[config.mk]
export PLATFORM = sky130hd
export DESIGN_NAME = sbst_axis_prep
export DESIGN_NICKNAME = d
export VERILOG_FILES = /design/src/hdl/sbst_pkg.sv /design/src/hdl/sbst_axis_prep.sv
export SDC_FILE = /design/constraint.sdc
export NUM_CORES = 1
export LEC_CHECK = 0
export BUFFER_PORTS_ARGS = -buffer_cell sky130_fd_sc_hd__buf_4
export CAP_MARGIN = 10
export CORE_ASPECT_RATIO = 0.8
export CORE_MARGIN = 3
export CORE_UTILIZATION = 50
export DETAILED_ROUTE_END_ITERATION = 10
export PLACE_DENSITY_LB_ADDON = 0.05
export REMOVE_ABC_BUFFERS = 1
export SETUP_SLACK_MARGIN = 0.2
export SYNTH_ARGS = -nofsm -noshare
export SYNTH_HDL_FRONTEND = slang
export SYNTH_SLANG_ARGS = --single-unit
[constraint.sdc]
create_clock -name vclk -period 10.2
set_clock_uncertainty 0.2 [all_clocks]
set_input_delay 1.53 -clock vclk [all_inputs]
set_output_delay 1.53 -clock vclk [all_outputs]
set_load 0.05 [all_outputs]
[src/hdl/sbst_pkg.sv]
// Package for the segment versus box slab test.
// Holds the field widths and the structs passed between pipeline stages.
// No dependencies.
`default_nettype none

package sbst_pkg;

	localparam int COORD_WIDTH = 24;
	localparam int SIZE_WIDTH  = COORD_WIDTH - 1;
	localparam int NUM_WIDTH   = COORD_WIDTH + 3;
	localparam int DEN_WIDTH   = COORD_WIDTH + 1;
	localparam int PROD_WIDTH  = NUM_WIDTH + DEN_WIDTH + 1;

	typedef struct packed {
		logic signed [NUM_WIDTH-1:0] n_in;
		logic signed [NUM_WIDTH-1:0] n_out;
		logic [DEN_WIDTH-1:0]        den;
		logic                        dz;
		logic                        slab_ok;
	} axis_t;

	typedef struct packed {
		logic signed [PROD_WIDTH-1:0] in_x_dy;
		logic signed [PROD_WIDTH-1:0] out_y_dx;
		logic signed [PROD_WIDTH-1:0] in_y_dx;
		logic signed [PROD_WIDTH-1:0] out_x_dy;
		logic                         simple_ok;
		logic                         both_moving;
	} cross_t;

endpackage

`default_nettype wire

[src/hdl/sbst_axis_prep.sv]
// One axis of the slab test: entry and exit numerators over a shared denominator.
// Works in doubled units so half sizes are exact. Uses sbst_pkg.
`default_nettype none

module sbst_axis_prep (
	input  wire logic signed [sbst_pkg::COORD_WIDTH-1:0] center,
	input  wire logic [sbst_pkg::SIZE_WIDTH-1:0]         size,
	input  wire logic signed [sbst_pkg::COORD_WIDTH-1:0] origin,
	input  wire logic signed [sbst_pkg::COORD_WIDTH-1:0] delta,
	output sbst_pkg::axis_t                               axis
);
	import sbst_pkg::*;

	logic signed [NUM_WIDTH-1:0]   c2;
	logic signed [NUM_WIDTH-1:0]   sz;
	logic signed [NUM_WIDTH-1:0]   o2;
	logic signed [NUM_WIDTH-1:0]   lo2;
	logic signed [NUM_WIDTH-1:0]   hi2;
	logic signed [COORD_WIDTH:0]   d_ext;
	logic signed [COORD_WIDTH:0]   d_abs;
	logic                          neg;

	always_comb begin
		c2    = {{2{center[COORD_WIDTH-1]}}, center, 1'b0};
		sz    = {4'b0000, size};
		o2    = {{2{origin[COORD_WIDTH-1]}}, origin, 1'b0};
		lo2   = c2 - sz;
		hi2   = c2 + sz;
		neg   = delta[COORD_WIDTH-1];
		d_ext = {delta[COORD_WIDTH-1], delta};
		d_abs = neg ? -d_ext : d_ext;

		axis.den     = {d_abs[COORD_WIDTH-1:0], 1'b0};
		axis.dz      = (delta == '0);
		axis.slab_ok = (o2 >= lo2) && (o2 <= hi2);
		if (neg) begin
			axis.n_in  = o2 - hi2;
			axis.n_out = o2 - lo2;
		end else begin
			axis.n_in  = lo2 - o2;
			axis.n_out = hi2 - o2;
		end
	end

endmodule

`default_nettype wire

==> impl_metrics.tcl <==
set metrics [dict create \
    synthesis.area_um2 8857 \
    grt_max_degree 89 \
    ff_latch_area_um2 0 \
    die_w_um 154.8 \
    drive_above_1_share_pct 14.26 \
    rows 42 \
    diodes 0 \
    yosysTopAreaCell "ha_1" \
    cts_setup_buffers 0 \
    overflow 0 \
    cts_resized 0 \
    cpPeakStageDelay_ns 0.70 \
    hpwl_um 25920 \
    seq_cells 0 \
    crit_path_cell_trace "buf_4 -> inv_1 -> ha_1 -> nand2b_1 -> a21oi_1 -> o21ai_0 -> a2111oi_0 -> nand2b_1 -> nor3_1 -> or2_2 -> xor2_1 -> ha_1 -> and3_1 -> nand3_1 -> a211oi_1 -> nor4b_1 -> nor2_1 -> a21oi_1 -> xor2_1 -> mux2i_1 -> buf_4" \
    seq_area_frac_synth_pct 0 \
    grt_pass1_vias 8667 \
    drt-initial-drc-count 1142 \
    setup_viol 0 \
    worstSetupStartpoint "size[2]" \
    finalCriticalPeriod_ns 8.164 \
    ir_drop_mv 0.1298 \
    crit_arrival_ns 6.43 \
    yosys.area.top_type_share_pct 20.48 \
    dp_slack_ns 2.104 \
    critPathKind "primary input to output pin" \
    cp.required_ns 8.47 \
    grt_usage_pct 29.35 \
    die_area_um2 19360 \
    chipHeight_um 125.0 \
    grt_pass1_wl_um 47020 \
    io_pins 176 \
    path_max_fanout 10 \
    cp-start-kind "primary input" \
    num_vias 9798 \
    wl_per_cell_um 18.51 \
    drv_slew 0 \
    crit_end "axis[50]" \
    synth.area.top_cells "ha_1, xnor2_1, a21oi_1, inv_1, a21o_1" \
    ant_nets 0 \
    fmax_mhz 122.5 \
    setup_slack_ns 2.036 \
    final_common_cell "buf_4" \
    hold_class "primary input to output pin" \
    portBuffers 175 \
    hold_viol 0 \
    avgViaCountPerCell 5.935 \
    leakage_nw 4.933 \
    gp_congestion 1.015 \
    finalSetupTns_ns 0 \
    area_growth_syn_to_layout_pct 14.14 \
    slew_headroom_pct 38.27 \
    core_um2 16970 \
    syn_inst 1333 \
    crit_slowest_cell "a2111oi_0" \
    clkbuf_count 0 \
    antenna_found_initial 0 \
    cp-end-kind "output pin" \
    maxCapViolCount 0 \
    status "finished clean" \
    timing.final.crit_share_pct 80.04 \
    rsz0062_at_grt "false" \
    hold_buffers 0 \
    wl_um 30550 \
    post-route-drc-count 0 \
    final_nets 1678 \
    mostFrequentLayoutCells "buf_4, a21oi_1, ha_1, inv_1, xnor2_1" \
    drtPass1Iterations 5 \
    tightest_slew_ns 0.9163 \
    yosysUniqueCellTypes 78 \
    initial_core_util_pct 52.18 \
    yosys_warnings 0 \
    syn_avg_cell_area_um2 6.645 \
    power_density_nw_per_um2 180.8 \
]
[critical path, delay by kind of cell]
family | cells | cell delay, ns
AO/OA/AOI/OAI | 5 | 1.60
XOR/XNOR | 2 | 0.35
adder cells (fa/ha/maj) | 2 | 0.78
buffers and inverters | 3 | 0.42
multiplexers | 1 | 0.15
AND/OR/NAND/NOR | 8 | 1.59
[worst min path at each step]
stage | startpoint | end | slack, ns | cells after the start
finish | delta[0] | axis[3] | 3.15 | 2
CTS | delta[0] | axis[3] | 3.16 | 2
detailed placement | delta[0] | axis[3] | 3.15 | 2
global placement | size[0] | axis[54] | 3.15 | 2
floorplan | size[0] | axis[27] | 2.86 | 0
global route | delta[0] | axis[3] | 3.16 | 2
[report_power, final]
part / switching, mW / internal [mW] / total [mW]
Clock: 0 / 0 / 0
Combinational: 1.21 / 0.620 / 1.83
Sequential: 0 / 0 / 0
Total: 1.21 / 0.620 / 1.83
[synthesized netlist by cell type, drive strengths merged, types with 4 or more instances]
cell	number
or3	8
inv	126
nand2b	22
a211oi	13
mux2i	9
clkbuf	51
fa	5
o41ai	5
o211ai	9
ha	145
o21a	9
or2	6
nor4	5
xor2	44
nor2	114
and2	11
o21bai	16
nor3b	6
nor3	29
o21ai	89
a21o	57
a31oi	18
nand4	15
o31ai	15
nor2b	17
a2111oi	5
nand3	28
a21boi	6
xnor2	118
buf	28
nand2	97
and3	10
a221oi	4
a21oi	149
[metal layers]
layer	vias up	GRT usage, %	part of all wire [%]
met3	15	5.630	12
met1	4473	48.19	49
met4	0	2.233	0.93
li1	4818	-	-
met2	492	40.20	38
met5	-	0	0
[cell type report]
| class | instances | area, um2 |
|---|---|---|
| tap | 220 | 275.3 |
| multi-input combinational | 1127 | 8029 |
| timing repair buffer | 177 | 1329 |
| inverter | 127 | 476.7 |
| fill | 1689 | 6864 |
[cells by family (layout without fill, tap and decap cells)]
group                      after synthesis  in the layout  synth area share, %
AOI/OAI and AO/OA                      425            425                31.23
and+or+nand+nor                        378            378                20.47
buffers and inverters                  206            304                9.352
other                                    1              1              0.04234
adders and majority gates              150            150                21.61
xor gates and xnor gates               162            162                16.02
muxes                                   11             11                1.271
[through the flow]
stage | util (%) | cell area (um2) | std cells | hold WS (ns) | total power, mW
6_report | 59.56 | 10110 | 1651 | 3.151 | 1.828
5_1_grt | 59.56 | 10110 | 1651 | 3.159 | 1.946
4_1_cts | 59.56 | 10110 | 1651 | 3.155 | 1.790
3_5_place_dp | 59.56 | 10110 | 1651 | 3.155 | 1.783
3_3_place_gp | 59.56 | 10110 | 1651 | 3.151 | 1.785
2_1_floorplan | - | 8506 | 1254 | 2.860 | 1.290
No activity file was read; power rests on OpenSTA's default activity.
